<file path="src/rtl/tty_cld_pkg.sv">
// ----------------------------------------------------------------------------
// tty_cld_pkg
// Types, codes and constants shared by the terminal line discipline.
// ----------------------------------------------------------------------------
package tty_cld_pkg;

    // Line store defaults
    localparam int unsigned LINE_DEPTH_DEF = 16;
    localparam int unsigned BYTE_W         = 8;

    // APB
    localparam int unsigned APB_AW = 5;
    localparam int unsigned APB_DW = 32;

    // Register indexes
    localparam logic [2:0] REG_IMODE = 3'd0;
    localparam logic [2:0] REG_LMODE = 3'd1;
    localparam logic [2:0] REG_OMODE = 3'd2;
    localparam logic [2:0] REG_ECHAR = 3'd3;
    localparam logic [2:0] REG_SCHAR = 3'd4;

    // Register reset values
    localparam logic [7:0]  IMODE_RST = 8'h88;
    localparam logic [5:0]  LMODE_RST = 6'h2f;
    localparam logic [2:0]  OMODE_RST = 3'h3;
    localparam logic [23:0] ECHAR_RST = 24'h020108;
    localparam logic [23:0] SCHAR_RST = 24'h1a1c03;

    // input_modes bits
    localparam int IM_ISTRIP = 0;
    localparam int IM_PARMRK = 1;
    localparam int IM_INLCR  = 2;
    localparam int IM_ICRNL  = 3;
    localparam int IM_IGNCR  = 4;
    localparam int IM_IGNPAR = 5;
    localparam int IM_IGNBRK = 6;
    localparam int IM_BRKINT = 7;

    // local_modes bits
    localparam int LM_ICANON = 0;
    localparam int LM_ECHO   = 1;
    localparam int LM_ECHOE  = 2;
    localparam int LM_ECHOK  = 3;
    localparam int LM_ECHONL = 4;
    localparam int LM_ISIG   = 5;

    // output_modes bits
    localparam int OM_OPOST = 0;
    localparam int OM_ONLCR = 1;
    localparam int OM_OCRNL = 2;

    // Input beat kinds
    localparam logic [1:0] MODE_RX    = 2'd0;
    localparam logic [1:0] MODE_BREAK = 2'd1;
    localparam logic [1:0] MODE_ERR   = 2'd2;
    localparam logic [1:0] MODE_TX    = 2'd3;

    // Result destinations
    localparam logic [1:0] DST_TX    = 2'd0;
    localparam logic [1:0] DST_QUEUE = 2'd1;
    localparam logic [1:0] DST_SIG   = 2'd2;

    // Signal codes
    localparam logic [1:0] SIG_NONE = 2'd0;
    localparam logic [1:0] SIG_INTR = 2'd0;
    localparam logic [1:0] SIG_QUIT = 2'd1;
    localparam logic [1:0] SIG_SUSP = 2'd2;

    // Characters
    localparam logic [7:0] CH_BS     = 8'h08;
    localparam logic [7:0] CH_SP     = 8'h20;
    localparam logic [7:0] CH_NL     = 8'h0a;
    localparam logic [7:0] CH_CR     = 8'h0d;
    localparam logic [7:0] CH_MARK   = 8'hff;
    localparam logic [7:0] CH_NUL    = 8'h00;
    localparam logic [7:0] CH_7BIT   = 8'h7f;

    typedef struct packed {
        logic [1:0] mode;
        logic [7:0] data_byte;
    } in_t;

    typedef struct packed {
        logic [1:0] destination;
        logic [7:0] out_byte;
        logic [1:0] signal_code;
        logic       last;
    } out_t;

    typedef struct packed {
        logic [7:0]  input_modes;
        logic [5:0]  local_modes;
        logic [2:0]  output_modes;
        logic [23:0] edit_chars;
        logic [23:0] signal_chars;
    } cfg_t;

    // One fixed result of a beat
    typedef struct packed {
        logic [1:0] dest;
        logic [7:0] data;
        logic [1:0] sig;
    } ent_t;

    // Work plan for one input beat
    typedef struct packed {
        ent_t [2:0] fix;        // leading results, in order fix[0], fix[1], fix[2]
        logic [1:0] fix_n;
        logic       rub_one;    // one rubout echo
        logic       rub_all;    // one rubout echo per stored byte
        logic       store_en;
        logic [7:0] store_val;
        logic       full;       // store is full: flush before the write
        logic       rel_after;  // release the line after the write
        logic       cnt_dec;
        logic       cnt_clr;
    } plan_t;

    // Line store status toward the decoder
    typedef struct packed {
        logic empty;
        logic full;
    } line_stat_t;

endpackage

</file>
<file path="src/rtl/tty_cld_ram.sv">
// ----------------------------------------------------------------------------
// tty_cld_ram
// Generic single-write, single-read RAM with registered read data.
// ----------------------------------------------------------------------------
module tty_cld_ram #(
    parameter int WIDTH = 8,
    parameter int DEPTH = 16,
    localparam int AW = (DEPTH > 1) ? $clog2(DEPTH) : 1
) (
    input  logic             aclk,
    input  logic             wr_en,
    input  logic [AW-1:0]    wr_addr,
    input  logic [WIDTH-1:0] wr_data,
    input  logic             rd_en,
    input  logic [AW-1:0]    rd_addr,
    output logic [WIDTH-1:0] rd_data
);

    logic [WIDTH-1:0] mem [DEPTH];
    logic [WIDTH-1:0] rd_data_reg;

    always_ff @(posedge aclk) begin
        if (wr_en) begin
            mem[wr_addr] <= wr_data;
        end
        if (rd_en) begin
            rd_data_reg <= mem[rd_addr];
        end
    end

    assign rd_data = rd_data_reg;

endmodule

</file>
<file path="src/rtl/tty_cld_decode.sv">
// ----------------------------------------------------------------------------
// tty_cld_decode
// Turns one input beat plus the mode registers into a work plan.
// ----------------------------------------------------------------------------
module tty_cld_decode (
    input  tty_cld_pkg::in_t       item,
    input  tty_cld_pkg::cfg_t      cfg,
    input  tty_cld_pkg::line_stat_t stat,
    output tty_cld_pkg::plan_t     plan
);
    import tty_cld_pkg::*;

    // append one fixed result
    function automatic plan_t push(input plan_t p_in, input logic [1:0] dst,
                                   input logic [7:0] b, input logic [1:0] s);
        plan_t p;
        p = p_in;
        p.fix[p.fix_n].dest = dst;
        p.fix[p.fix_n].data = b;
        p.fix[p.fix_n].sig  = s;
        p.fix_n = p.fix_n + 2'd1;
        return p;
    endfunction

    // output postprocessing of a byte headed for the transmitter
    function automatic plan_t push_tx(input plan_t p_in, input logic [7:0] b,
                                      input logic [2:0] om);
        plan_t p;
        logic [7:0] x;
        p = p_in;
        x = b;
        if (om[OM_OPOST] && om[OM_ONLCR] && b == CH_NL) begin
            p = push(p, DST_TX, CH_CR, SIG_NONE);
        end else if (om[OM_OPOST] && om[OM_OCRNL] && b == CH_CR) begin
            x = CH_NL;
        end
        p = push(p, DST_TX, x, SIG_NONE);
        return p;
    endfunction

    logic [7:0] im;
    logic [5:0] lm;
    logic [2:0] om;
    logic [7:0] erase_c, kill_c, eol_c, intr_c, quit_c, susp_c;

    assign im      = cfg.input_modes;
    assign lm      = cfg.local_modes;
    assign om      = cfg.output_modes;
    assign erase_c = cfg.edit_chars[7:0];
    assign kill_c  = cfg.edit_chars[15:8];
    assign eol_c   = cfg.edit_chars[23:16];
    assign intr_c  = cfg.signal_chars[7:0];
    assign quit_c  = cfg.signal_chars[15:8];
    assign susp_c  = cfg.signal_chars[23:16];

    always_comb begin
        plan_t      p;
        logic       rx;
        logic [7:0] c;
        logic [7:0] cc;

        p  = '0;
        rx = 1'b0;
        c  = item.data_byte;
        cc = c;

        case (item.mode)
            MODE_RX: begin
                rx = 1'b1;
            end
            MODE_BREAK: begin
                if (im[IM_IGNBRK]) begin
                    p = p;
                end else if (im[IM_BRKINT]) begin
                    p.cnt_clr = 1'b1;
                    p = push(p, DST_SIG, CH_NUL, SIG_INTR);
                end else if (im[IM_PARMRK]) begin
                    p = push(p, DST_QUEUE, CH_MARK, SIG_NONE);
                    p = push(p, DST_QUEUE, CH_NUL, SIG_NONE);
                    p = push(p, DST_QUEUE, CH_NUL, SIG_NONE);
                end else begin
                    p = push(p, DST_QUEUE, CH_NUL, SIG_NONE);
                end
            end
            MODE_ERR: begin
                if (im[IM_IGNPAR]) begin
                    rx = 1'b1;
                end else if (im[IM_PARMRK]) begin
                    p = push(p, DST_QUEUE, CH_MARK, SIG_NONE);
                    p = push(p, DST_QUEUE, CH_NUL, SIG_NONE);
                end else begin
                    p = push(p, DST_QUEUE, CH_NUL, SIG_NONE);
                end
            end
            MODE_TX: begin
                p = push_tx(p, c, om);
            end
            default: begin
                p = p;
            end
        endcase

        if (rx) begin
            if (!lm[LM_ICANON]) begin
                // raw: echo untouched, queue at once
                if (lm[LM_ECHO]) begin
                    p = push(p, DST_TX, c, SIG_NONE);
                end
                p = push(p, DST_QUEUE, c, SIG_NONE);
            end else if (!im[IM_ISTRIP] && im[IM_PARMRK] && c == CH_MARK) begin
                // escaped 0377: plain data, never a control char
                p = push(p, DST_QUEUE, CH_MARK, SIG_NONE);
                if (lm[LM_ECHO]) begin
                    p = push_tx(p, c, om);
                end
                p.store_en  = 1'b1;
                p.store_val = c;
            end else begin
                cc = im[IM_ISTRIP] ? (c & CH_7BIT) : c;
                if (im[IM_INLCR] && cc == CH_NL) begin
                    cc = CH_CR;
                end else if (im[IM_ICRNL] && cc == CH_CR) begin
                    cc = CH_NL;
                end
                if (!(im[IM_IGNCR] && cc == CH_CR)) begin
                    // echo
                    if (cc == erase_c && lm[LM_ECHOE]) begin
                        p.rub_one = !stat.empty;
                    end else if (cc == kill_c && lm[LM_ECHOK]) begin
                        p.rub_all = 1'b1;
                    end else if (lm[LM_ECHO] || (cc == CH_NL && lm[LM_ECHONL])) begin
                        p = push_tx(p, cc, om);
                    end
                    // action
                    if (cc == CH_NL || cc == eol_c) begin
                        p.store_en  = 1'b1;
                        p.store_val = cc;
                        p.rel_after = 1'b1;
                    end else if (cc == erase_c) begin
                        p.cnt_dec = !stat.empty;
                    end else if (cc == kill_c) begin
                        p.cnt_clr = 1'b1;
                    end else if (lm[LM_ISIG] && cc == quit_c) begin
                        p = push(p, DST_SIG, CH_NUL, SIG_QUIT);
                    end else if (lm[LM_ISIG] && cc == intr_c) begin
                        p = push(p, DST_SIG, CH_NUL, SIG_INTR);
                    end else if (lm[LM_ISIG] && cc == susp_c) begin
                        p = push(p, DST_SIG, CH_NUL, SIG_SUSP);
                    end else begin
                        p.store_en  = 1'b1;
                        p.store_val = cc;
                    end
                end
            end
        end

        p.full = p.store_en && stat.full;
        plan   = p;
    end

endmodule

</file>
<file path="src/rtl/tty_cld_seq.sv">
// ----------------------------------------------------------------------------
// tty_cld_seq
// Plan sequencer: fixed results, rubout echoes, line store flush, write and
// release, with the line store RAM and the result register.
// ----------------------------------------------------------------------------
module tty_cld_seq #(
    parameter int unsigned LINE_DEPTH = tty_cld_pkg::LINE_DEPTH_DEF
) (
    input  logic                    aclk,
    input  logic                    aresetn,
    input  logic                    s_valid,
    output logic                    s_ready,
    input  tty_cld_pkg::plan_t      plan,
    output tty_cld_pkg::line_stat_t stat,
    output logic                    m_valid,
    input  logic                    m_ready,
    output tty_cld_pkg::out_t       m_payload
);
    import tty_cld_pkg::*;

    localparam int CNT_W = $clog2(LINE_DEPTH + 1);
    localparam int IDX_W = (LINE_DEPTH > 1) ? $clog2(LINE_DEPTH) : 1;

    localparam logic [2:0] ST_IDLE  = 3'd0;
    localparam logic [2:0] ST_FIX   = 3'd1;
    localparam logic [2:0] ST_RUB   = 3'd2;
    localparam logic [2:0] ST_RREQ  = 3'd3;
    localparam logic [2:0] ST_REMIT = 3'd4;
    localparam logic [2:0] ST_WRITE = 3'd5;

    localparam logic [1:0] RUB_BS1 = 2'd0;
    localparam logic [1:0] RUB_SP  = 2'd1;
    localparam logic [1:0] RUB_BS2 = 2'd2;

    // first pending phase after the fixed results
    function automatic logic [2:0] pick(input logic rub, input logic full,
                                        input logic store);
        logic [2:0] st;
        if (rub) begin
            st = ST_RUB;
        end else if (full) begin
            st = ST_RREQ;
        end else if (store) begin
            st = ST_WRITE;
        end else begin
            st = ST_IDLE;
        end
        return st;
    endfunction

    logic [2:0]       state_reg, state_next;
    ent_t [2:0]       fix_reg, fix_next;
    logic [1:0]       fix_n_reg, fix_n_next;
    logic [1:0]       fix_idx_reg, fix_idx_next;
    logic [CNT_W-1:0] rub_left_reg, rub_left_next;
    logic [1:0]       rub_step_reg, rub_step_next;
    logic             full_pend_reg, full_pend_next;
    logic             store_pend_reg, store_pend_next;
    logic             after_pend_reg, after_pend_next;
    logic [7:0]       store_val_reg, store_val_next;
    logic [CNT_W-1:0] cnt_reg, cnt_next;
    logic [IDX_W-1:0] rd_idx_reg, rd_idx_next;
    logic             m_valid_reg, m_valid_next;
    out_t             m_data_reg, m_data_next;

    logic             out_free;
    logic             emit;
    ent_t             emit_ent;
    logic             emit_last;
    logic             rub_nz;
    logic             rel_end;
    logic             ram_we, ram_re;
    logic [7:0]       ram_rdata;

    assign out_free   = !m_valid_reg || m_ready;
    assign s_ready    = (state_reg == ST_IDLE);
    assign stat.empty = (cnt_reg == '0);
    assign stat.full  = (cnt_reg == CNT_W'(LINE_DEPTH));
    assign rub_nz     = plan.rub_all ? (cnt_reg != '0) : plan.rub_one;
    assign rel_end    = (CNT_W'(rd_idx_reg) + CNT_W'(1)) == cnt_reg;

    tty_cld_ram #(
        .WIDTH (BYTE_W),
        .DEPTH (LINE_DEPTH)
    ) u_line_ram (
        .aclk    (aclk),
        .wr_en   (ram_we),
        .wr_addr (cnt_reg[IDX_W-1:0]),
        .wr_data (store_val_reg),
        .rd_en   (ram_re),
        .rd_addr (rd_idx_reg),
        .rd_data (ram_rdata)
    );

    always_comb begin
        state_next      = state_reg;
        fix_next        = fix_reg;
        fix_n_next      = fix_n_reg;
        fix_idx_next    = fix_idx_reg;
        rub_left_next   = rub_left_reg;
        rub_step_next   = rub_step_reg;
        full_pend_next  = full_pend_reg;
        store_pend_next = store_pend_reg;
        after_pend_next = after_pend_reg;
        store_val_next  = store_val_reg;
        cnt_next        = cnt_reg;
        rd_idx_next     = rd_idx_reg;
        emit            = 1'b0;
        emit_ent        = '0;
        emit_last       = 1'b0;
        ram_we          = 1'b0;
        ram_re          = 1'b0;

        case (state_reg)
            ST_IDLE: begin
                if (s_valid) begin
                    fix_next        = plan.fix;
                    fix_n_next      = plan.fix_n;
                    fix_idx_next    = '0;
                    rub_left_next   = plan.rub_all ? cnt_reg :
                                      (plan.rub_one ? CNT_W'(1) : '0);
                    rub_step_next   = RUB_BS1;
                    full_pend_next  = plan.full;
                    store_pend_next = plan.store_en;
                    after_pend_next = plan.rel_after;
                    store_val_next  = plan.store_val;
                    rd_idx_next     = '0;
                    if (plan.cnt_clr) begin
                        cnt_next = '0;
                    end else if (plan.cnt_dec) begin
                        cnt_next = cnt_reg - CNT_W'(1);
                    end
                    if (plan.fix_n != 2'd0) begin
                        state_next = ST_FIX;
                    end else begin
                        state_next = pick(rub_nz, plan.full, plan.store_en);
                    end
                end
            end
            ST_FIX: begin
                if (out_free) begin
                    emit      = 1'b1;
                    emit_ent  = fix_reg[fix_idx_reg];
                    emit_last = (fix_idx_reg + 2'd1 == fix_n_reg) &&
                                (rub_left_reg == '0) && !full_pend_reg && !after_pend_reg;
                    if (fix_idx_reg + 2'd1 == fix_n_reg) begin
                        fix_idx_next = '0;
                        state_next   = pick(rub_left_reg != '0, full_pend_reg,
                                            store_pend_reg);
                    end else begin
                        fix_idx_next = fix_idx_reg + 2'd1;
                    end
                end
            end
            ST_RUB: begin
                if (out_free) begin
                    emit          = 1'b1;
                    emit_ent.dest = DST_TX;
                    emit_ent.data = (rub_step_reg == RUB_SP) ? CH_SP : CH_BS;
                    emit_ent.sig  = SIG_NONE;
                    emit_last     = (rub_step_reg == RUB_BS2) &&
                                    (rub_left_reg == CNT_W'(1)) &&
                                    !full_pend_reg && !after_pend_reg;
                    if (rub_step_reg == RUB_BS2) begin
                        rub_step_next = RUB_BS1;
                        rub_left_next = rub_left_reg - CNT_W'(1);
                        if (rub_left_reg == CNT_W'(1)) begin
                            state_next = pick(1'b0, full_pend_reg, store_pend_reg);
                        end
                    end else begin
                        rub_step_next = rub_step_reg + 2'd1;
                    end
                end
            end
            ST_RREQ: begin
                ram_re     = 1'b1;
                state_next = ST_REMIT;
            end
            ST_REMIT: begin
                if (out_free) begin
                    emit          = 1'b1;
                    emit_ent.dest = DST_QUEUE;
                    emit_ent.data = ram_rdata;
                    emit_ent.sig  = SIG_NONE;
                    emit_last     = rel_end && !(full_pend_reg && after_pend_reg);
                    if (rel_end) begin
                        cnt_next    = '0;
                        rd_idx_next = '0;
                        if (full_pend_reg) begin
                            full_pend_next = 1'b0;
                            state_next     = ST_WRITE;
                        end else begin
                            after_pend_next = 1'b0;
                            state_next      = ST_IDLE;
                        end
                    end else begin
                        rd_idx_next = rd_idx_reg + IDX_W'(1);
                        state_next  = ST_RREQ;
                    end
                end
            end
            ST_WRITE: begin
                ram_we          = 1'b1;
                cnt_next        = cnt_reg + CNT_W'(1);
                store_pend_next = 1'b0;
                state_next      = after_pend_reg ? ST_RREQ : ST_IDLE;
            end
            default: begin
                state_next = ST_IDLE;
            end
        endcase
    end

    always_comb begin
        m_valid_next = m_valid_reg;
        m_data_next  = m_data_reg;
        if (emit) begin
            m_valid_next            = 1'b1;
            m_data_next.destination = emit_ent.dest;
            m_data_next.out_byte    = emit_ent.data;
            m_data_next.signal_code = emit_ent.sig;
            m_data_next.last        = emit_last;
        end else if (m_ready) begin
            m_valid_next = 1'b0;
        end
    end

    always_ff @(posedge aclk) begin
        if (!aresetn) begin
            state_reg      <= ST_IDLE;
            fix_n_reg      <= '0;
            fix_idx_reg    <= '0;
            rub_left_reg   <= '0;
            rub_step_reg   <= RUB_BS1;
            full_pend_reg  <= 1'b0;
            store_pend_reg <= 1'b0;
            after_pend_reg <= 1'b0;
            cnt_reg        <= '0;
            m_valid_reg    <= 1'b0;
        end else begin
            state_reg      <= state_next;
            fix_n_reg      <= fix_n_next;
            fix_idx_reg    <= fix_idx_next;
            rub_left_reg   <= rub_left_next;
            rub_step_reg   <= rub_step_next;
            full_pend_reg  <= full_pend_next;
            store_pend_reg <= store_pend_next;
            after_pend_reg <= after_pend_next;
            cnt_reg        <= cnt_next;
            m_valid_reg    <= m_valid_next;
        end
    end

    always_ff @(posedge aclk) begin
        fix_reg       <= fix_next;
        store_val_reg <= store_val_next;
        rd_idx_reg    <= rd_idx_next;
        m_data_reg    <= m_data_next;
    end

    assign m_valid   = m_valid_reg;
    assign m_payload = m_data_reg;

    // line count stays within the store
    a_cnt_range: assert property (@(posedge aclk) disable iff (!aresetn)
        cnt_reg <= CNT_W'(LINE_DEPTH))
        else $error("line count beyond store depth");

    // single port use per cycle
    a_ram_port: assert property (@(posedge aclk) disable iff (!aresetn)
        !(ram_we && ram_re))
        else $error("line store read and write in one cycle");

    // each write adds exactly one byte
    a_write_cnt: assert property (@(posedge aclk) disable iff (!aresetn)
        (state_reg == ST_WRITE) |=> (cnt_reg == $past(cnt_reg) + CNT_W'(1)))
        else $error("line count not advanced by write");

    // a new beat never lands on unfinished work
    a_accept_clean: assert property (@(posedge aclk) disable iff (!aresetn)
        (s_valid && s_ready) |-> (!full_pend_reg && !store_pend_reg &&
                                  !after_pend_reg && rub_left_reg == '0))
        else $error("beat accepted with work pending");

endmodule

</file>
<file path="src/rtl/tty_canonical_line_discipline_unit.sv">
// ----------------------------------------------------------------------------
// tty_canonical_line_discipline_unit
// Serial terminal line discipline: canonical/raw input, echo, signals and
// output postprocessing, with an APB register port.
// ----------------------------------------------------------------------------
// Each input beat (received byte, break, error byte or byte to transmit)
// yields zero or more result beats on m_*, the final one flagged by last.
// One beat is worked at a time: s_ready is high while the sequencer is idle,
// even if a result still waits in the output register. A beat is accepted,
// then its fixed results (CR before NL, parity escapes, echo before a
// signal) are presented, then each rubout echo as BS, SP, BS, then any
// store flush, the store write and a line release; every released byte is
// fetched through the single registered read port of the line store RAM
// before it can be presented. A kill on a full line yields 3*LINE_DEPTH
// results. Output back pressure stalls the sequencer before each result.
// Mode registers sit at byte address 4*index and are to be written only
// while the block is idle.
// ----------------------------------------------------------------------------
module tty_canonical_line_discipline_unit #(
    parameter int unsigned LINE_DEPTH = tty_cld_pkg::LINE_DEPTH_DEF
) (
    input  logic                                aclk,
    input  logic                                aresetn,
    // input beats
    input  logic                                s_valid,
    output logic                                s_ready,
    input  tty_cld_pkg::in_t                    s_payload,
    // result beats
    output logic                                m_valid,
    input  logic                                m_ready,
    output tty_cld_pkg::out_t                   m_payload,
    // APB register port
    input  logic                                psel,
    input  logic                                penable,
    input  logic                                pwrite,
    input  logic [tty_cld_pkg::APB_AW-1:0]      paddr,
    input  logic [tty_cld_pkg::APB_DW-1:0]      pwdata,
    output logic [tty_cld_pkg::APB_DW-1:0]      prdata,
    output logic                                pready
);
    import tty_cld_pkg::*;

    logic [7:0]  imode_reg;
    logic [5:0]  lmode_reg;
    logic [2:0]  omode_reg;
    logic [23:0] echar_reg;
    logic [23:0] schar_reg;
    logic        wr_strobe;
    logic [2:0]  reg_idx;
    cfg_t        cfg;
    plan_t       plan;
    line_stat_t  stat;

    // register write happens on the access phase; pready is tied high
    assign pready    = 1'b1;
    assign wr_strobe = psel && penable && pwrite;
    assign reg_idx   = paddr[APB_AW-1:2];

    always_ff @(posedge aclk) begin
        if (!aresetn) begin
            imode_reg <= IMODE_RST;
            lmode_reg <= LMODE_RST;
            omode_reg <= OMODE_RST;
            echar_reg <= ECHAR_RST;
            schar_reg <= SCHAR_RST;
        end else if (wr_strobe) begin
            case (reg_idx)
                REG_IMODE: imode_reg <= pwdata[7:0];
                REG_LMODE: lmode_reg <= pwdata[5:0];
                REG_OMODE: omode_reg <= pwdata[2:0];
                REG_ECHAR: echar_reg <= pwdata[23:0];
                REG_SCHAR: schar_reg <= pwdata[23:0];
                default: begin
                    // unmapped address, write dropped
                end
            endcase
        end
    end

    always_comb begin
        case (reg_idx)
            REG_IMODE: prdata = {{(APB_DW-8){1'b0}}, imode_reg};
            REG_LMODE: prdata = {{(APB_DW-6){1'b0}}, lmode_reg};
            REG_OMODE: prdata = {{(APB_DW-3){1'b0}}, omode_reg};
            REG_ECHAR: prdata = {{(APB_DW-24){1'b0}}, echar_reg};
            REG_SCHAR: prdata = {{(APB_DW-24){1'b0}}, schar_reg};
            default:   prdata = '0;
        endcase
    end

    assign cfg.input_modes  = imode_reg;
    assign cfg.local_modes  = lmode_reg;
    assign cfg.output_modes = omode_reg;
    assign cfg.edit_chars   = echar_reg;
    assign cfg.signal_chars = schar_reg;

    // beat decode: translation, echo choice, line edit and signal lookup
    tty_cld_decode u_decode (
        .item (s_payload),
        .cfg  (cfg),
        .stat (stat),
        .plan (plan)
    );

    // sequencer owns the line store RAM, the line count and the result reg
    tty_cld_seq #(
        .LINE_DEPTH (LINE_DEPTH)
    ) u_seq (
        .aclk      (aclk),
        .aresetn   (aresetn),
        .s_valid   (s_valid),
        .s_ready   (s_ready),
        .plan      (plan),
        .stat      (stat),
        .m_valid   (m_valid),
        .m_ready   (m_ready),
        .m_payload (m_payload)
    );

endmodule

</file>
<file path="config.mk">
export PLATFORM = sky130hd
export DESIGN_NAME = tty_canonical_line_discipline_unit
export DESIGN_NICKNAME = d
export VERILOG_FILES = /design/src/rtl/tty_cld_pkg.sv /design/src/rtl/tty_cld_ram.sv /design/src/rtl/tty_cld_decode.sv /design/src/rtl/tty_cld_seq.sv /design/src/rtl/tty_canonical_line_discipline_unit.sv
export SDC_FILE = /design/constraint.sdc
export NUM_CORES = 1
export LEC_CHECK = 0
export ABC_AREA = 0
export BUFFER_PORTS_ARGS = -buffer_cell sky130_fd_sc_hd__buf_2
export CORE_MARGIN = 2
export CORE_UTILIZATION = 30
export CTS_CLUSTER_DIAMETER = 80
export DETAILED_ROUTE_END_ITERATION = 10
export HOLD_SLACK_MARGIN = 0.08
export SYNTH_ARGS = -nofsm -noshare
export SYNTH_HDL_FRONTEND = slang
export SYNTH_SLANG_ARGS = --single-unit
</file>
<file path="constraint.sdc">
create_clock -name aclk -period 3.73 [get_ports aclk]
set_input_delay 0 -clock aclk [delete_from_list [all_inputs] [get_ports aclk]]
set_output_delay 0 -clock aclk [all_outputs]
set_load 0.005 [all_outputs]
</file>
### Word-level counts from Yosys, hierarchy flattened

Memory sizes are Yosys's and may differ from the RTL's. A register that Yosys moved wholly into a read port is not among the register bits.
Index checks and enable logic that the tools add are counted.
Widths: inputs -> output; s select.

* multiplexer cells: 240
* eq/ne operators: 41
* reductions and logical operators: 74
* add/sub/neg operators: 14
* magnitude comparators: 15

Operator list (count)
* $mux 53: 34
* $bwmux 36: 28
* $demux 12 s2: 21
* $mux 39: 6
* $mux 38: 5
* $mux 8: 22
* $pmux 53 s3: 1
* $mux 40: 3
* $pmux 24 s5: 1
* $mux 12: 9
* $mux 52: 2
* $mux 10: 8
* $mux 14: 5
* $mux 51: 1
* $eq 8x4->1 const B: 6
* $eq 8x8->1: 6
* $mux 3: 16
* $mux 5: 9
* $pmux 12 s3: 1
* $logic_and 1x1->1: 35
* $mux 1: 33
* $mux 2: 14
* $bmux 12 s2: 1
* $lt 2x3->1 const B: 8
* 46 further kinds: 109

* memories kept: 1
* RAM bits: 128
* flip-flop bits (word level): 149
* logic and storage cells: 415

Memory list
* u_seq.u_line_ram.mem: depth 16, bits a word 8, read ports 1, clocked after memory_dff 1, wr ports 1, RTL line tty_cld_ram.sv:19 `logic [WIDTH-1:0] mem [DEPTH];`

### Longest topological paths before layout

Gate-level depths: netlist of run 1.

* word-level depth: 75
* depth in mapped cells: 18

### Modules after synthesis

A second synthesis of run 1 with hierarchy kept.

* cells, all modules: 1400
* area total of the unflattened synthesis: 15344.7 um^2

By module, submodules not included
* tty_cld_ram: instances 1, area each 5227.5 um^2, cells an instance 229, sequential area each 4083.9 um^2
* tty_cld_seq: instances 1, area each 4103.9 um^2, cells an instance 374, sequential area each 2292.2 um^2
* tty_canonical_line_discipline_unit: instances 1, area each 3046.7 um^2, cells an instance 332, sequential area each 1301.2 um^2
* tty_cld_decode: instances 1, area each 2966.6 um^2, cells an instance 465, sequential area each 0.0 um^2

### Worst setup path before layout of run 1

No wires, ideal clock.

* path kind: input-to-reg
* start: in s_payload[1] (netlist bit)
* end: reg u_seq.state_reg[2]
* setup time: 87 ps
* path slack: -147 ps
* stages: 15
* data arrival time: 3790 ps
* required time: 3643 ps
* path through: clkbuf_1 -> or3b_2 -> nor4_2 -> nand2_1 -> a32oi_1 -> clkinv_1 -> ha_1 -> nor2_1 -> mux2_2 -> ha_1 -> mux2i_1 -> a311oi_1 -> inv_1 -> a2111o_1 -> o31ai_1

* cells in the longest elaborated chain, start to end: 52
* elaborated cells on any way between the ends: 110

RTL lines
* start, declared: RTL line tty_canonical_line_discipline_unit.sv:27 `input tty_cld_pkg::in_t s_payload,`
* parallel branches: the longest is 47 deep, another holds $add 2x1->2
* $mux 53 *: RTL line tty_cld_decode.sv:103 `if (rx) begin`
* $reduce_bool 2->1: RTL line tty_cld_seq.sv:133 `if (plan.fix_n != 2'd0) begin`
* $mux 3 *: RTL line tty_cld_seq.sv:133
* $mux 3 *: RTL line tty_cld_seq.sv:116 `if (s_valid) begin`
* $pmux 3 s6 *: RTL line tty_cld_seq.sv:114 `case (state_reg)`
* end signal, assigned: RTL line tty_cld_seq.sv:241 `state_reg <= state_next;`
* end, declared: RTL line tty_cld_seq.sv:51 `logic [2:0] state_reg, state_next;`

Every way passes the cells marked *. The select of a mux whose other input is x is not followed.
A chain may end at the register's enable or synchronous reset.

### Final worst setup path of run 1

* start: reg imode_reg[2]
* end: reg u_seq.cnt_reg[0]

* cells in the longest elaborated chain, start to end: 33
* elaborated cells on any way between the ends: 47

RTL lines
* start, declared: RTL line tty_canonical_line_discipline_unit.sv:43 `logic [7:0] imode_reg;`
* start signal, assigned: RTL line tty_canonical_line_discipline_unit.sv:68 `REG_IMODE: imode_reg <= pwdata[7:0];`
* $logic_and 1x1->1 *: RTL line tty_cld_decode.sv:120 `if (im[IM_INLCR] && cc == CH_NL) begin`
* $mux 8 *: RTL line tty_cld_decode.sv:120
* $mux 8 *: RTL line tty_cld_decode.sv:110 `end else if (!im[IM_ISTRIP] && im[IM_PARMRK] && c == CH_MARK) begin`
* $mux 8 *: RTL line tty_cld_decode.sv:104 `if (!lm[LM_ICANON]) begin`
* $mux 8 *: RTL line tty_cld_decode.sv:103
* $eq 8x4->1: RTL line tty_cld_decode.sv:131, tty_cld_decode.sv:135
* $logic_and 1x1->1: RTL line tty_cld_decode.sv:131 `end else if (lm[LM_ECHO] || (cc == CH_NL && lm[LM_ECHONL])) begin`
* $logic_or 1x1->1: RTL line tty_cld_decode.sv:131
* [17 not listed]
* $mux 2: RTL line tty_cld_decode.sv:135 `if (cc == CH_NL || cc == eol_c) begin`
* $mux 53 *: RTL line tty_cld_decode.sv:125 `if (!(im[IM_IGNCR] && cc == CH_CR)) begin`
* $mux 53 *: RTL line tty_cld_decode.sv:110
* $mux 53 *: RTL line tty_cld_decode.sv:104
* $mux 53 *: RTL line tty_cld_decode.sv:103
* $mux 5: RTL line tty_cld_seq.sv:128 `if (plan.cnt_clr) begin`
* $mux 5: RTL line tty_cld_seq.sv:116
* $pmux 5 s3: RTL line tty_cld_seq.sv:114
* end signal, assigned: RTL line tty_cld_seq.sv:249 `cnt_reg <= cnt_next;`
* end, declared: RTL line tty_cld_seq.sv:61 `logic [CNT_W-1:0] cnt_reg, cnt_next;`

Every way passes the cells marked *; elsewhere a longest branch is shown, timed or not. The select of a mux whose other input is x is not followed.

==> results_dict.tcl, run 1 <==
set metrics [dict create \
    clk_pin_slew_ns 0.06 \
    synth_top_family_by_area "simple AND/OR/NAND/NOR gates" \
    ir_drop_v 0.0004124 \
    finalSetupTns_ns 0 \
    fin_crit_sh_pct 96.78 \
    reg2reg_to "u_seq.cnt_reg[0]" \
    vias 11372 \
    placed_cell_area_um2 16120 \
    setup_viol 0 \
    cts-buffers-inserted 31 \
    drt-initial-drc-count 998 \
    slew-limit-headroom_pct 32.31 \
    whs_endpoint "omode_reg[0]" \
    switchingPower_mw 2.335 \
    core_region_area_um2 47950 \
    drt_wl_total_mm 41.44 \
    die_y_um 224.8 \
    place_congestion 0.9046 \
    async_flop_share_pct 0 \
    synth-seq-area-share_pct 52.48 \
    ys_warn_count 0 \
    fin_crit_ns 3.610 \
    dr.pass1.iters 5 \
    largest_reg_flops 128 \
    antenna_found_initial 1 \
    dieArea_um2 50550 \
    track_usage_pct 16.26 \
    hold_start "paddr[3]" \
    ys_ff_latch 285 \
    pwr-share-comb_pct 17.6 \
    busiest_layer "met2" \
    wl_per_cell_um 19.10 \
    synth_compound_area_share_pct 14.38 \
    num_io_pins 102 \
    crit_family "simple AND/OR/NAND/NOR gates" \
    power_mw 8.371 \
    start_util_pct 30.51 \
    synth_fa_ha_area_share_pct 2.053 \
    reg2reg_from "imode_reg[2]" \
    synth_ff_type "edfxtp_1" \
    rsz0062_at_grt "no" \
    num_antenna_cells 0 \
    worst_slack_ns 0.1200 \
    cap_violations 0 \
    yosys.area.top_type "edfxtp_1" \
    clockRootBuffer "clkbuf_16" \
    clock-skew-final_ns 0.01413 \
    p_int_mw 6.037 \
    hold_viol 0 \
    use_met3_pct 1.946 \
    drc_errors 0 \
    mappedNetlistArea_um2 14630 \
    startpoint "imode_reg[2]" \
    hold_ws_ns 0.1494 \
    fmax_mhz 277.0 \
    synthTopCellsByArea "edfxtp_1, dfxtp_1, mux4_2" \
    overflow 0 \
    path_buf_inv 1 \
    slowest_delay_ns 0.50 \
    cp.required_ns 4.22 \
    gr-usage-met2_pct 25.91 \
    seq_power_share_pct 46.7 \
    synth-edff-count 197 \
    dp_slack_ns 0.005101 \
    port_buffers 82 \
    cts_setup_buffers 0 \
    ant_nets 0 \
    use_met1_pct 23.31 \
    tightest_slew_ns 1.014 \
    cts_max_level 1 \
    synth_top_cell_area_share_pct 40.44 \
    hold_path.class "in2reg" \
    slowest_stage "a311o_2" \
    layout_commonest_cell "edfxtp_1" \
    clock_latency_ns 0.57 \
    yosys.area_share.simple_pct 15.17 \
    leakagePower_nw 6.446 \
    synthXorXnorAreaFrac_pct 2.908 \
    avgViaCountPerCell 5.241 \
    crit_type "reg2reg" \
    place_hpwl_mm 29.71 \
    syn_inst 1369 \
    arrival_ns 4.10 \
    design_area_um2 17610 \
    reg2reg_slack_ns 0.12 \
    layout-drive-gt1-share_pct 19.36 \
    grt_max_degree 53 \
    syn_to_final_growth_pct 20.40 \
    layout_common_cells "edfxtp_1, nand2_1, a21oi_1, nor2_1, dfxtp_1" \
    grt_pass1_wl_mm 64.51 \
    cts_sinks 285 \
    first_global_vias 11056 \
    outcome "finished, final reports clean" \
    end_kind "flop" \
    cts_tree "built" \
    cp-start-kind "flop" \
    worstPathMaxFanout 10 \
    ys_types 93 \
    synth_mux_area_share_pct 9.220 \
    finalNetCount 1610 \
    syn_avg_cell_area_um2 10.69 \
    die_width_um 224.8 \
    power_density_nw_per_um2 475.3 \
    switching_share_pct 27.89 \
    rows 80 \
    report.final.slew_viol_count 0 \
    p_clk_share_pct 35.7 \
    whs_path_depth 4 \
    path_cells "or4bb_4 -> or4_4 -> buf_4 -> nand2_4 -> o22ai_1 -> o32a_1 -> nor2_2 -> a31oi_1 -> a311o_2 -> or3_1 -> a21oi_1" \
    clock_path_buffers 3 \
    reg2reg_depth 11 \
]
cells in the mapped netlist, drive strengths merged, types with 5 or more instances:
cell,number
a31oi,5
buf,24
nor3b,5
dfxtp,88
o22ai,13
a211oi,12
or2,7
a21o,15
and3,9
nand4,7
a21oi,126
nor4,9
and2,22
o211ai,10
nand3,33
a22o,18
clkbuf,68
mux2i,41
mux4,40
nor2b,13
nor2,111
nand2,182
xor2,16
nor3,28
inv,36
ha,24
edfxtp,197
nand2b,11
xnor2,30
or3,12
a311oi,5
a22oi,9
a32oi,5
o21ai,60
worst reg2reg max path: cells and delay by family, from the launching register on:
family | cells | cell delay, ns
simple gates | 5 | 1.67
compound gates | 5 | 1.31
flops | 1 | 0.36
buf+inv | 1 | 0.19
metal layers:
| metal | share of wire (%) | wire [um] |
|---|---|---|
| met1 | 46 | 19270 |
| met2 | 45 | 18720 |
| met3 | 5.9 | 2436 |
| met4 | 2.4 | 1013 |
| met5 | 0 | 0 |
cell type report:
type | instances | area, um2
clock buffers | 35 | 790.8
clock inverters | 21 | 197.7
fillers | 4743 | 30330
inverters | 38 | 143.9
multi-input cells | 961 | 6509
flip-flops and latches | 285 | 7677
well taps | 615 | 769.5
repair buffers | 215 | 1525
kinds of logic (layout without fill, tap and decap cells):
group / Yosys count / in the layout
and+or+nand+nor: 468 / 468
AOI/OAI and AO/OA: 329 / 329
DFF: 285 / 285
buffers and inverters: 130 / 309
muxes: 84 / 84
xor gates and xnor gates: 47 / 47
adders and majority gates: 24 / 24
other: 2 / 9
power by group through the flow:
stage          Sequential [mW]  Combinational (mW)  Clock (mW)
2_1_floorplan             3.87                1.00           0
3_3_place_gp              3.96                1.42           0
3_5_place_dp              3.98                1.44           0
4_1_cts                   3.92                1.48        3.04
5_1_grt                   3.95                1.62        3.16
6_report                  3.91                1.47        2.98
per-stage QoR:
stage	cells	util [%]
2_1_floorplan	1376	-
3_3_place_gp	2069	33.61
4_1_cts	2170	36.61
6_report	2170	36.74
5_1_grt	2170	36.74
3_5_place_dp	2069	33.61
worst max-delay path by stage:
| stage | endpoint | depth (start not counted) |
|---|---|---|
| final | u_seq.cnt_reg[0] | 11 |
| after detailed placement | u_seq.fix_reg[14] | 12 |
| after floorplan | u_seq.state_reg[2] | 14 |
| after global routing | u_seq.state_reg[2] | 12 |
| after global placement | u_seq.fix_reg[14] | 15 |
| after CTS | u_seq.fix_reg[14] | 13 |
what timing repair did:
item	in CTS	in global routing
hold buffers	45	0
resized for setup	0	13
setup endpoints to repair	0	23
endpoints found under the hold margin	103	0
No activity file was read; power rests on OpenSTA's default activity.
==> run 2, diff against run 1 <==
--- a/config.mk
+++ b/config.mk
@@ -8,10 +8,11 @@
 export ABC_AREA = 0
 export BUFFER_PORTS_ARGS = -buffer_cell sky130_fd_sc_hd__buf_2
 export CORE_MARGIN = 2
-export CORE_UTILIZATION = 30
+export CORE_UTILIZATION = 55
 export CTS_CLUSTER_DIAMETER = 80
 export DETAILED_ROUTE_END_ITERATION = 10
 export HOLD_SLACK_MARGIN = 0.08
+export PLACE_DENSITY = 0.77
 export SYNTH_ARGS = -nofsm -noshare
 export SYNTH_HDL_FRONTEND = slang
 export SYNTH_SLANG_ARGS = --single-unit
==> run 2 against run 1 <==
  * Combinational power barely moved
  * Critical path depth rose by 1
  * Cell count fell by 13%
  * Wire length rose by 0.25%
  * Flip-flop and latch count did not move
  * Setup slack got worse by 0.057 ns
  * Clock skew rose by 0.0044 ns
  * Hold slack got worse by 0.0060 ns
  * Fmax fell by 1.6%
  * Global-route usage rose by 13 points
  * Via count rose by 5.6%
  * Critical endpoint is now u_seq.state_reg[2]
  * Highest routed layer unchanged
==> results_dict.tcl, run 2 (synthesis gave the netlist of run 1 again) <==
set metrics [dict create \
    outcome "finished, final reports clean" \
    placed_cell_area_um2 15650 \
    die_y_um 167.1 \
    port_buffers 82 \
    worstPathMaxFanout 5 \
    design_area_um2 17340 \
    largest_reg_flops 128 \
    grt_pass1_wl_mm 64.17 \
    drt_wl_total_mm 41.54 \
    layout-drive-gt1-share_pct 18.93 \
    reg2reg_to "u_seq.state_reg[2]" \
    path_depth 12 \
    layout_common_cells "edfxtp_1, nand2_1, a21oi_1, nor2_1, dfxtp_1" \
    reg2reg_depth 12 \
    worst_slack_ns 0.06270 \
    power_density_nw_per_um2 489.3 \
    overflow 0 \
    clock_latency_ns 0.57 \
    power_mw 8.483 \
    first_global_vias 11629 \
    path_buf_inv 1 \
    drt-initial-drc-count 1478 \
    rows 59 \
    cts_max_level 1 \
    wl_per_cell_um 22.06 \
    clk_pin_slew_ns 0.07 \
    leakagePower_nw 6.437 \
    startpoint "imode_reg[2]" \
    cap_violations 0 \
    die_width_um 167.1 \
    crit_family "simple AND/OR/NAND/NOR gates" \
    cts_tree "built" \
    clock-skew-final_ns 0.01854 \
    fmax_mhz 272.7 \
    dr.pass1.iters 8 \
    report.final.slew_viol_count 0 \
    vias 12009 \
    fin_crit_sh_pct 98.32 \
    crit_type "reg2reg" \
    cts-buffers-inserted 29 \
    reg2reg_from "imode_reg[2]" \
    hold_viol 0 \
    tightest_slew_ns 1.041 \
    place_hpwl_mm 28.12 \
    place_congestion 0.9783 \
    track_usage_pct 29.15 \
    reg2reg_slack_ns 0.06 \
    clockRootBuffer "clkbuf_16" \
    cp-start-kind "flop" \
    slowest_delay_ns 0.57 \
    num_antenna_cells 0 \
    critPathCapture "u_seq.state_reg[2]" \
    avgViaCountPerCell 6.378 \
    hold_path.class "in2reg" \
    dieArea_um2 27920 \
    layout_commonest_cell "edfxtp_1" \
    finalSetupTns_ns 0 \
    num_io_pins 102 \
    crit_top_cell "or4_4" \
    dp_slack_ns -0.05366 \
    clock_path_buffers 3 \
    cts_sinks 285 \
    path_cells "or4bb_4 -> or4_4 -> nand3_2 -> a22o_4 -> nor3_2 -> or4_4 -> xnor2_2 -> inv_1 -> ha_1 -> mux2i_1 -> a2111o_1 -> o31ai_2" \
    fin_crit_ns 3.667 \
    ir_drop_v 0.0005035 \
    cp.required_ns 4.21 \
    core_region_area_um2 26060 \
    final_util_pct 66.53 \
    slew-limit-headroom_pct 30.09 \
    antenna_found_initial 0 \
    drc_errors 0 \
    syn_to_final_growth_pct 18.52 \
    arrival_ns 4.15 \
    slowest_stage "or4_4" \
    ant_nets 0 \
    end_kind "flop" \
    finalNetCount 1603 \
    grt_max_degree 52 \
    start_util_pct 56.14 \
    setup_viol 0 \
]
-- run 2: cell count changes in the layout (fill, tap and decap cells not counted), sizes merged --
cell | before | now
inv | 38 | 40
clkinvlp | 5 | 3
bufinv | 3 | 5
buf | 170 | 155
clkdlybuf4s15 | 0 | 1
clkbuf | 35 | 31
dlygate4sd3 | 45 | 54
-- run 2: repair_timing --
action	in CTS	in global routing
gates resized for setup	1	28
pin swaps	0	7
hold endpoints to repair	100	0
hold buffers	54	0
setup endpoints to repair	1	33
setup buffers	0	1
cloned	0	1
-- run 2: routing by layer --
metal / vias up / track usage [%] / part of all wire, %
li1: 5359 / - / -
met1: 5824 / 40.53 / 40
met2: 702 / 47.40 / 47
met3: 124 / 4.160 / 9.4
met4: 0 / 10.01 / 3.4
met5: - / 0 / 0
-- run 2: where the power goes --
group | leakage [nW] | switching, mW | internal (mW)
Sequential | 2.55 | 0.218 | 3.70
Clock | 0.482 | 1.26 | 1.80
Combinational | 3.41 | 0.892 | 0.609
Total | 6.44 | 2.37 | 6.11
-- run 2: how the worst min path moves through the flow --
stage,start,end,depth (start not counted)
2_1_floorplan,pwdata[17],echar_reg[17],2
3_3_place_gp,pwdata[12],schar_reg[12],3
3_5_place_dp,pwdata[10],schar_reg[10],3
4_1_cts,paddr[3],omode_reg[0],4
5_1_grt,paddr[3],omode_reg[1],4
6_report,paddr[3],omode_reg[1],4
-- run 2: worst min-delay path, delay by kind of cell --
kind / cells / cell delay, ns
multiplexers: 1 / 0.14
AND/OR/NAND/NOR: 2 / 0.32
buffers and inverters: 1 / 0.22
-- run 2: metrics by stage --
stage / hold WS (ns) / std cells
3_3_place_gp: 0.2232 / 1773
3_5_place_dp: 0.2276 / 1773
2_1_floorplan: 0.1240 / 1376
6_report: 0.1434 / 1883
5_1_grt: 0.1720 / 1883
4_1_cts: 0.1235 / 1881
-- run 2: area by class of cell --
cell class                      instances  area [um2]
Clock buffer                           31       743.2
Clock inverter                         23       262.8
Fill cell                            1923        8721
Inverter                               38       143.9
Multi-Input combinational cell        961        6573
Sequential cell                       285        7679
Tap cell                              335       419.2
Timing Repair Buffer                  210        1518
